==> src/rtl/core/dmsfr_pkg.sv <==
// Shared types and constants for the dual-mode serial frame receiver.
`timescale 1ns / 1ps

package dmsfr_pkg;

   localparam int DMSFR_BUF_DEPTH = 256;

   localparam logic [7:0] HDR_BYTE  = 8'h6C;
   localparam logic [7:0] CR_BYTE   = 8'h0D;
   localparam logic [7:0] LF_BYTE   = 8'h0A;
   localparam logic [7:0] LEN_EXTRA = 8'd5;

   typedef enum logic [1:0] {
      FUNC_RX      = 2'd0,
      FUNC_RELEASE = 2'd1,
      FUNC_READ    = 2'd2
   } func_type;

   typedef struct packed {
      logic done;
      logic cr;
      logic mode;
   } status_type;

endpackage

==> src/rtl/core/dual_mode_serial_frame_receiver_top.sv <==
// Top level: input register, assembly state, buffer and result register.
//
//  Channel | Dir | Signals                      | Contents
//  req     | in  | req_tvalid/tready/tdata/tuser| tdata: rx_byte, read_index; tuser: func
//  rsp     | out | rsp_tvalid/tready/tdata      | status flags, byte_count, read_data
//
//  req passes input then result register; one transaction per cycle unless rsp is held.
//  The buffer read port is registered, so read_data lands with the status.
//  Reset: synchronous; clears status, count and both pipeline valids. Buffer keeps content.
//  Stall: a held rsp stalls the input register; req_tready drops only when both are full.
`timescale 1ns / 1ps

module dual_mode_serial_frame_receiver_top
   import dmsfr_pkg::*;
#(
   parameter int BUF_DEPTH = DMSFR_BUF_DEPTH
) (
   input  logic        clock,
   input  logic        reset,
   input  logic        req_tvalid,
   output logic        req_tready,
   input  logic [15:0] req_tdata,  // [7:0] rx_byte, [15:8] read_index
   input  logic [1:0]  req_tuser,  // [1:0] func
   output logic        rsp_tvalid,
   input  logic        rsp_tready,
   output logic [23:0] rsp_tdata   // [0] frame_done, [1] cr_seen, [2] length_mode,
                                   // [10:3] byte_count, [18:11] read_data, [23:19] zero
);

   localparam int AW   = $clog2(BUF_DEPTH);
   localparam int CW   = $clog2(BUF_DEPTH + 1);
   localparam int CMPW = (CW > 8) ? CW : 8;

   logic       s1_valid_ff;
   func_type   s1_func_ff;
   logic [7:0] s1_byte_ff;
   logic [7:0] s1_idx_ff;

   logic       rsp_valid_ff;
   status_type rsp_status_ff;
   logic [7:0] rsp_count_ff;
   logic       rsp_rd_ff;

   logic            advance;
   logic            accept;
   logic [CMPW-1:0] idx_wide;
   logic            in_range;
   logic            rd_en;
   logic [AW-1:0]   rd_addr;
   logic [7:0]      rd_data;
   logic            wr_en;
   logic [AW-1:0]   wr_addr;
   logic [7:0]      wr_data;
   status_type      status_next;
   logic [7:0]      count_next;

   assign advance    = s1_valid_ff && (!rsp_valid_ff || rsp_tready);
   assign req_tready = !s1_valid_ff || advance;
   assign accept     = req_tvalid && req_tready;

   assign idx_wide = CMPW'(s1_idx_ff);
   assign in_range = idx_wide < CMPW'(BUF_DEPTH);
   assign rd_addr  = idx_wide[AW-1:0];
   assign rd_en    = advance && s1_func_ff == FUNC_READ && in_range;

   always_ff @(posedge clock) begin
      if (reset) begin
         s1_valid_ff <= 1'b0;
      end else if (req_tready) begin
         s1_valid_ff <= req_tvalid;
      end
   end

   always_ff @(posedge clock) begin
      if (accept) begin
         s1_func_ff <= func_type'(req_tuser);
         s1_byte_ff <= req_tdata[7:0];
         s1_idx_ff  <= req_tdata[15:8];
      end
   end

   dmsfr_ctrl #(
      .BUF_DEPTH(BUF_DEPTH)
   ) u_ctrl (
      .clock      (clock),
      .reset      (reset),
      .step       (advance),
      .func       (s1_func_ff),
      .rx_byte    (s1_byte_ff),
      .wr_en      (wr_en),
      .wr_addr    (wr_addr),
      .wr_data    (wr_data),
      .status_next(status_next),
      .count_next (count_next)
   );

   dmsfr_buf #(
      .BUF_DEPTH(BUF_DEPTH)
   ) u_buf (
      .clock  (clock),
      .wr_en  (wr_en),
      .wr_addr(wr_addr),
      .wr_data(wr_data),
      .rd_en  (rd_en),
      .rd_addr(rd_addr),
      .rd_data(rd_data)
   );

   always_ff @(posedge clock) begin
      if (reset) begin
         rsp_valid_ff <= 1'b0;
      end else if (advance) begin
         rsp_valid_ff <= 1'b1;
      end else if (rsp_tready) begin
         rsp_valid_ff <= 1'b0;
      end
   end

   always_ff @(posedge clock) begin
      if (advance) begin
         rsp_status_ff <= status_next;
         rsp_count_ff  <= count_next;
         rsp_rd_ff     <= rd_en;
      end
   end

   assign rsp_tvalid = rsp_valid_ff;
   assign rsp_tdata  = {5'd0, (rsp_rd_ff ? rd_data : 8'd0), rsp_count_ff,
                        rsp_status_ff.mode, rsp_status_ff.cr, rsp_status_ff.done};

   a_reset_empty: assert property (@(posedge clock)
      reset |=> !rsp_tvalid && !s1_valid_ff)
      else $error("pipeline not empty after reset");

   a_full_stall: assert property (@(posedge clock) disable iff (reset)
      s1_valid_ff && rsp_valid_ff && !rsp_tready |-> !req_tready)
      else $error("input taken while pipeline blocked");

   a_advance_fills: assert property (@(posedge clock) disable iff (reset)
      advance |=> rsp_valid_ff)
      else $error("transaction lost between stages");

endmodule

==> src/rtl/core/dmsfr_buf.sv <==
// Receive buffer: one write port, one registered read port.
`timescale 1ns / 1ps

module dmsfr_buf
   import dmsfr_pkg::*;
#(
   parameter int BUF_DEPTH = DMSFR_BUF_DEPTH,
   localparam int AW = $clog2(BUF_DEPTH)
) (
   input  logic          clock,
   input  logic          wr_en,
   input  logic [AW-1:0] wr_addr,
   input  logic [7:0]    wr_data,
   input  logic          rd_en,
   input  logic [AW-1:0] rd_addr,
   output logic [7:0]    rd_data
);

   logic [7:0] mem [BUF_DEPTH];
   logic [7:0] rd_data_ff;

   always_ff @(posedge clock) begin
      if (wr_en) begin
         mem[wr_addr] <= wr_data;
      end
   end

   always_ff @(posedge clock) begin
      if (rd_en) begin
         rd_data_ff <= mem[rd_addr];
      end
   end

   assign rd_data = rd_data_ff;

endmodule

==> src/rtl/core/dmsfr_ctrl.sv <==
// Frame/line assembly state and its next-state logic.
`timescale 1ns / 1ps

module dmsfr_ctrl
   import dmsfr_pkg::*;
#(
   parameter int BUF_DEPTH = DMSFR_BUF_DEPTH,
   localparam int AW = $clog2(BUF_DEPTH)
) (
   input  logic          clock,
   input  logic          reset,
   input  logic          step,
   input  func_type      func,
   input  logic [7:0]    rx_byte,
   output logic          wr_en,
   output logic [AW-1:0] wr_addr,
   output logic [7:0]    wr_data,
   output status_type    status_next,
   output logic [7:0]    count_next
);

   localparam int CW   = $clog2(BUF_DEPTH + 1);
   localparam int CMPW = (CW > 8) ? CW : 8;

   logic [AW-1:0] cnt_ff, cnt_in;
   logic          done_ff, done_in;
   logic          cr_ff, cr_in;
   logic          mode_ff, mode_in;
   logic [7:0]    sec_ff, sec_in;

   logic [CW-1:0]   cnt_inc;
   logic [CMPW-1:0] cnt_wide;
   logic [7:0]      len;
   logic            hdr;
   logic            store;

   assign cnt_inc = CW'(cnt_ff) + CW'(1);
   assign hdr     = mode_ff || (cnt_ff == '0 && !cr_ff && rx_byte == HDR_BYTE);
   assign len     = ((cnt_ff == AW'(1)) ? rx_byte : sec_ff) + LEN_EXTRA;

   always_comb begin
      cnt_in  = cnt_ff;
      done_in = done_ff;
      cr_in   = cr_ff;
      mode_in = mode_ff;
      sec_in  = sec_ff;
      store   = 1'b0;
      unique case (func)
         FUNC_RX: begin
            if (!done_ff) begin
               if (hdr) begin
                  store   = 1'b1;
                  mode_in = 1'b1;
                  if (cnt_ff == AW'(1)) begin
                     sec_in = rx_byte;
                  end
                  if (cnt_inc == CW'(BUF_DEPTH)) begin
                     cnt_in  = '0;
                     cr_in   = 1'b0;
                     mode_in = 1'b0;
                  end else begin
                     cnt_in = cnt_inc[AW-1:0];
                  end
                  if (cnt_inc >= CW'(2) && CMPW'(cnt_in) == CMPW'(len)) begin
                     done_in = 1'b1;
                  end
               end else if (cr_ff) begin
                  if (rx_byte != LF_BYTE) begin
                     cnt_in  = '0;
                     cr_in   = 1'b0;
                     mode_in = 1'b0;
                  end else begin
                     done_in = 1'b1;
                  end
               end else if (rx_byte == CR_BYTE) begin
                  cr_in = 1'b1;
               end else begin
                  store = 1'b1;
                  if (cnt_inc == CW'(BUF_DEPTH)) begin
                     cnt_in  = '0;
                     cr_in   = 1'b0;
                     mode_in = 1'b0;
                  end else begin
                     cnt_in = cnt_inc[AW-1:0];
                  end
               end
            end
         end
         FUNC_RELEASE: begin
            cnt_in  = '0;
            cr_in   = 1'b0;
            mode_in = 1'b0;
            done_in = 1'b0;
         end
         default: begin
         end
      endcase
   end

   always_ff @(posedge clock) begin
      if (reset) begin
         cnt_ff  <= '0;
         done_ff <= 1'b0;
         cr_ff   <= 1'b0;
         mode_ff <= 1'b0;
      end else if (step) begin
         cnt_ff  <= cnt_in;
         done_ff <= done_in;
         cr_ff   <= cr_in;
         mode_ff <= mode_in;
      end
   end

   always_ff @(posedge clock) begin
      if (step) begin
         sec_ff <= sec_in;
      end
   end

   assign cnt_wide    = CMPW'(cnt_in);
   assign wr_en       = step && store;
   assign wr_addr     = cnt_ff;
   assign wr_data     = rx_byte;
   assign status_next = '{done: done_in, cr: cr_in, mode: mode_in};
   assign count_next  = cnt_wide[7:0];

   // CR is only tracked for text lines
   a_cr_not_length: assert property (@(posedge clock) disable iff (reset)
      !(cr_ff && mode_ff))
      else $error("CR flag set during length frame");

   a_release_clears: assert property (@(posedge clock) disable iff (reset)
      step && func == FUNC_RELEASE |=> !done_ff && !cr_ff && !mode_ff && cnt_ff == '0)
      else $error("release did not clear status");

   a_done_holds: assert property (@(posedge clock) disable iff (reset)
      step && done_ff && func == FUNC_RX |=> done_ff && $stable(cnt_ff))
      else $error("byte changed state of a completed frame");

endmodule
==> config.mk <==
export PLATFORM = sky130hd
export DESIGN_NAME = dual_mode_serial_frame_receiver_top
export DESIGN_NICKNAME = d
export VERILOG_FILES = /design/src/rtl/core/dmsfr_pkg.sv /design/src/rtl/core/dual_mode_serial_frame_receiver_top.sv /design/src/rtl/core/dmsfr_buf.sv /design/src/rtl/core/dmsfr_ctrl.sv
export SDC_FILE = /design/constraint.sdc
export NUM_CORES = 2
export LEC_CHECK = 0
export BUFFER_PORTS_ARGS = -buffer_cell sky130_fd_sc_hd__buf_4
export CORE_UTILIZATION = 45
export CTS_BUF_LIST = sky130_fd_sc_hd__clkbuf_16
export CTS_CLUSTER_DIAMETER = 200
export DETAILED_ROUTE_END_ITERATION = 16
export PLACE_DENSITY_LB_ADDON = 0.2
export SLEW_MARGIN = 20
export SYNTH_ARGS = -nofsm -noshare
export SYNTH_HDL_FRONTEND = slang
export SYNTH_SLANG_ARGS = --single-unit
==> constraint.sdc <==
create_clock -name clock -period 6.2 [get_ports clock]
set_input_delay 1.24 -clock clock [delete_from_list [all_inputs] [get_ports clock]]
set_output_delay 1.24 -clock clock [all_outputs]
set_load 0.1 [all_outputs]
# After elaboration in Yosys (flattened, before gate mapping)
# Memories as Yosys holds them, arrays and structs flattened. A register that Yosys moved wholly into a read port is not among the register bits.
# Index checks and enable logic that the tools add are counted.
# classes
n_addsub,2
bitwise,1
eq_ne,8
muxes,41
magnitude_cmp,2
n_reduce_logical,18
# ops
operator,n
8-bit 2-to-1 mux,11
1-bit 2-to-1 mux,26
8-bit one-hot mux with 2 select lines,1
"8-bit by 1-bit adder with 9-bit output, second input constant",1
"9-bit == test, second input constant",1
"9-bit by 2-bit >= comparator with 1-bit output, second input constant",1
"8-bit by 9-bit < comparator with 1-bit output, second input constant",1
"8-bit by 3-bit adder with 8-bit output, second input constant",1
"8-bit by 1-bit == test with 1-bit output, second input constant",1
"8-bit by 4-bit == test with 1-bit output, second input constant",1
"8-bit by 7-bit == test with 1-bit output, second input constant",1
8-bit == test,1
1-bit logical AND,8
8-bit zero test,1
"8-bit by 4-bit inequality test with 1-bit output, second input constant",1
1-bit one-hot mux with 2 select lines,3
4-bit AND reduction,1
1-bit zero test,3
1-bit logical OR,3
"2-bit by 1-bit == test with 1-bit output, second input constant",1
"2-bit == test, second input constant",1
2-bit zero test,1
2-bit nonzero test,1
1-bit inverter,1
# totals
elab_cells,88
register_bits,51
ram_bits,2048
memories,1
inputBits,22
# mem_list
name,depth,width,rd,rd_clocked_by_memory_dff,write_ports,line,rtl
u_buf.mem,256,8,1,1,1,dmsfr_buf.sv:19,logic [7:0] mem [BUF_DEPTH];

# Depth between registers and ports, before layout
# depth
depth_word,13
ltp_mapped,13

# Cells and area by module
# From an unflattened synthesis, not the netlist that was laid out.
# unflattened
cells_unflattened,4009
area_unflattened_um2,82605.5
# modules_own_cells
module,area_each_um2,n_inst,cells_per_inst
dmsfr_buf,79636.4,1,3733
dmsfr_ctrl,1864.3,1,221
dual_mode_serial_frame_receiver_top,1104.8,1,55

# Worst setup path before layout
# OpenSTA, ideal clock, no wires.
# synth_timing
kind,reg-to-reg
startpoint,register s1_byte_ff[5]
endpoint,"memory u_buf.mem[176][0], enable pin"
setup_ns,0.370
path_buffers,1
setup_slack_ns,0.125
t_required_ns,5.830
period_less_slack_ns,6.075
path_stages_with_launch,10
arrival_ns,5.705
path_cell_list,edfxtp_1 nor4_1 a31oi_1 or2_1 nand2_2 nor2_1 and3_1 nand2_1 buf_2 nor2_1
# synth_via
elab_chain_len,9
word_cells_on_any_way,12
cone_classes,2 x eq/ne; 7 x mux; 3 x reduce/logical
# synth_lines
item,line,rtl
"start, declared",dual_mode_serial_frame_receiver_top.sv:36,logic [7:0] s1_byte_ff;
"start signal, assigned",dual_mode_serial_frame_receiver_top.sv:77,s1_byte_ff <= req_tdata[7:0];
8-bit by 4-bit == test with 1-bit output / 8-bit by 7-bit == test with 1-bit output (equally long branches),"dmsfr_ctrl.sv:75, dmsfr_ctrl.sv:38",
1-bit 2-to-1 mux / 1-bit logical AND (equally long branches),"dmsfr_ctrl.sv:75, dmsfr_ctrl.sv:38",
1-bit 2-to-1 mux / 1-bit logical OR (equally long branches),"dmsfr_ctrl.sv:67, dmsfr_ctrl.sv:38",
1-bit 2-to-1 mux (*),dmsfr_ctrl.sv:51,if (hdr) begin
1-bit 2-to-1 mux (*),dmsfr_ctrl.sv:50,if (!done_ff) begin
1-bit 2-to-1 mux (*),dmsfr_ctrl.sv:48,unique case (func)
1-bit logical AND (*),dmsfr_ctrl.sv:121,assign wr_en = step && store;
1-bit 2-to-1 mux (*),dmsfr_buf.sv:23,if (wr_en) begin
1-bit 2-to-1 mux (not written as such) (*),dmsfr_buf.sv:24,mem[wr_addr] <= wr_data;
"end, declared",dmsfr_buf.sv:19,
# Every way passes the cells marked *; elsewhere a longest branch is shown, timed or not.

# Final worst setup path
# layout_timing
startpoint,register s1_byte_ff[1]
endpoint,"memory u_buf.mem[181][7], enable pin"
# The elaborated chain is that of the path after synthesis.

==> results.md <==
- Result of the run: finished, final reports clean
- Skew-Pair Late Insertion Delay: 0.82 ns
- CTS Hold Bufs: 0
- Initial DRC Count: 4,790
- Net switching component of the power: 6.20 mW
- Initial antenna violation count: 7
- Final period utilization: 0.720
- Layout Area Growth over Synthesis: 12.4%
- Fraction of final layout cells sized beyond drive strength 1: 0.280
- CTS clock-pin slew for the worst setup and hold paths: 0.06 ns
- Synthesis-stage register bit count: 2,107
- # resized after CTS: 0
- Switching power share of the total: 0.209
- Power share of the combinational group: 0.049
- Residual overflow from global routing: 0
- Total track usage: 0.220
- Pin count of the biggest net entering global routing: 164
- Cell count after placement: 5,899
- Iteration count of the initial detailed-routing pass: 5
- Type of origin of the critical path: register
- Number of fill cells in the layout: 14.0k
- Data arrival time of the critical path: 4.91 ns
- Sequential share of the synthesized area: 0.772
- Proportion of register bits with asynchronous set or reset after synthesis: 0
- Clock group share of total power: 0.420
- Most frequent cells after synthesis: edfxtp_1, mux4_2, nor2_1
- Minimum period implied by the final worst setup slack: 4.47 ns
- TNS Setup: 0 ns
- Top-count cell post-synth: edfxtp_1
- I/O pins: 48
- Deepest clock path buffer count: 3
- Post-DP HPWL: 117 mm
- Effective utilization at floorplan: 0.453
- Count of flip-flops with a built-in enable after synthesis: 2,094
- Worst Setup SP: s1_byte_ff[1]
- Worst hold path class: reg -> reg
- Power density over cell area: 322 nW/µm²
- Peak VDD IR: 251 µV
- RR Startpoint: s1_byte_ff[1]
- Post-detailed-placement cell area: 85,300 µm²
- Core region area: 181,000 µm²
- Sequential group share of total power: 0.530
- Final design instance area without fill: 92,000 µm²
- RSZ-0062 raised after global routing: false
- Synthesized instance count: 3,593
- Library cells used by synthesis: 57
- Wire length of the first global-routing pass: 289 mm
- Start point of the worst min-delay path: s1_valid_ff
- Share of the synthesized area in the top cell type: 0.769
- Worst rel slew slack: 0.290
- Post CTS Setup Buffer Count: 0
- Hold Vio Cnt, Final: 0
- Total number of nets in the final design: 3,766
- Leading area contributor after synthesis: edfxtp_1
- Max-cap violations: 0
- Cell internal pwr: 23.4 mW
- Required time reported for the critical path endpoint: 6.64 ns
- Number of buffers created by CTS: 208
- Cell area after technology mapping: 81,800 µm²
- PnR Total Power: 29.6 mW
- Number of levels the H-tree was split into: 4
- Maximum frequency from static timing analysis: 224 MHz
- Port-buffer cells: 42
- Filler-free cell count of the finished design: 6,281
- Yosys warning count: 0
- Placer congestion estimate: 0.826
- Setup violators final: 0
- DRT antenna net count: 0
- Via count of the routed design: 38.1k
- Leading register cell type out of synthesis: edfxtp_1
- Utilization after layout: 0.509
- Post-detailed-route DRC marker count: 0
- Vertical die dimension: 428 µm
- Via count of the first global-routing pass: 38.0k
- Die width: 428 µm
- Leakage Power: 28.3 nW
- Clock tree from TritonCTS: built
- Total die area: 183,000 µm²
- Number of vias per cell after detailed routing: 6.07
- Transition time at the pin with the least slew margin: 1.06 ns
- Endpoint kind of the worst setup timing path: register
- Final slew viol count: 0
- Number of clock sinks: 2,107
- Routed wirelength normalized by instance count: 32.0 µm
- Worst Skew: 0.0241 ns
- Row count: 156
- Critical path type: reg -> reg
- Leading post-synthesis cells by cell area: edfxtp_1, mux4_2, nor2_1
- Final routed wirelength across all metal layers: 201 mm
- Crit-path max FO: 28
- Clock root buffer: clkbuf_16
- Mean instance size in the synthesized netlist: 22.8 µm²
final cells by class:
class / instances / area, µm² / area share
multi-input combinational: 1268 / 17700 / 0.192
inverter: 8 / 30.0 / 0.000326
sequential: 2107 / 63100 / 0.686
tap: 2370 / 2970 / 0.0322
timing repair buffer: 146 / 1430 / 0.0155
clock buffer: 211 / 5280 / 0.0574
clock inverter: 170 / 1440 / 0.0156
antenna: 1 / 2.50 / 0.0000272
power by group through the flow:
| stage | Combinational [mW] | Sequential (mW) | Clock [mW] |
|---|---|---|---|
| after floorplan | 0.799 | 16.2 | 0 |
| after global placement | 1.48 | 16.0 | 0 |
| after detailed placement | 1.49 | 16.0 | 0 |
| after CTS | 1.49 | 15.7 | 12.6 |
| after global routing | 1.54 | 15.7 | 13.1 |
| final | 1.46 | 15.7 | 12.4 |
cell families (layout without fill, tap and decap cells):
| kind of cell | Yosys count | in the layout | synth area share |
|---|---|---|---|
| xor+xnor | 17 | 17 | 0.00199 |
| buf+inv | 222 | 535 | 0.0123 |
| flops | 2107 | 2107 | 0.772 |
| simple gates | 456 | 456 | 0.0239 |
| compound gates | 136 | 136 | 0.0116 |
| fa+ha+maj | 5 | 5 | 0.000765 |
| other cells | 1 | 6 | 0.0000458 |
| mux | 649 | 649 | 0.177 |
routing by layer:
metal  vias to the layer above  track usage  routed length (µm)
met5                         -            0                   0
met4                         0       0.0560                4500
met3                       258       0.0372               15400
met2                      1708        0.335               94800
met1                     20676        0.332               86200
li1                      15494            -                   -
through the flow:
stage               hold WS (ns)  setup slack [ns]
finish                     0.528              1.73
global route               0.559              1.56
CTS                        0.527              1.73
detailed placement         0.516              1.50
global placement           0.531              1.57
floorplan                  0.487             0.125
sequential cells by signal, indices dropped and copies added (netlist names):
register,flops
u_buf.mem,2048
s1_valid_ff,1
rsp_tvalid,1
u_ctrl.mode_ff,1
u_buf.rd_data,8
s1_func_ff,2
u_ctrl.done_ff,1
rsp_tdata,3
u_ctrl.sec_ff,8
s1_byte_ff,8
u_ctrl.cr_ff,1
rd_addr,8
u_ctrl.wr_addr,8
rsp_rd_ff,1
rsp_count_ff,8
cells in the final DEF, fill, tap and decap left out, drive strengths merged, types with 16 or more instances in the layout:
cell | Yosys | layout
mux4 | 640 | 640
clkbuf | 108 | 211
clkinv | 1 | 87
o21ai | 25 | 25
a22oi | 57 | 57
buf | 106 | 146
nor2 | 287 | 287
nand3 | 29 | 29
nand2 | 73 | 73
edfxtp | 2094 | 2094
bufinv | 0 | 25
a22o | 16 | 16
inv | 7 | 56
critical path, stage by stage, from the launching register on:
cell      delay [ns]
edfxtp_1        0.34
buf_4           0.34
and3b_1         0.26
a31oi_1         0.27
or2_1           0.26
nand2_2         0.15
nor2_1          0.47
and3_1          0.54
nand2_1         0.66
nor2_1          0.79
path summary, 6_finish.rpt:
path | depth (start not counted) | endpoint | slack, ns
max | 9 | u_buf.mem[181][7] | 1.73
min | 2 | rsp_tvalid | 0.53
min reg2reg | 2 | rsp_tvalid | 0.53
max reg2reg | 9 | u_buf.mem[181][7] | 1.73
(Power assumes the default switching activity.)
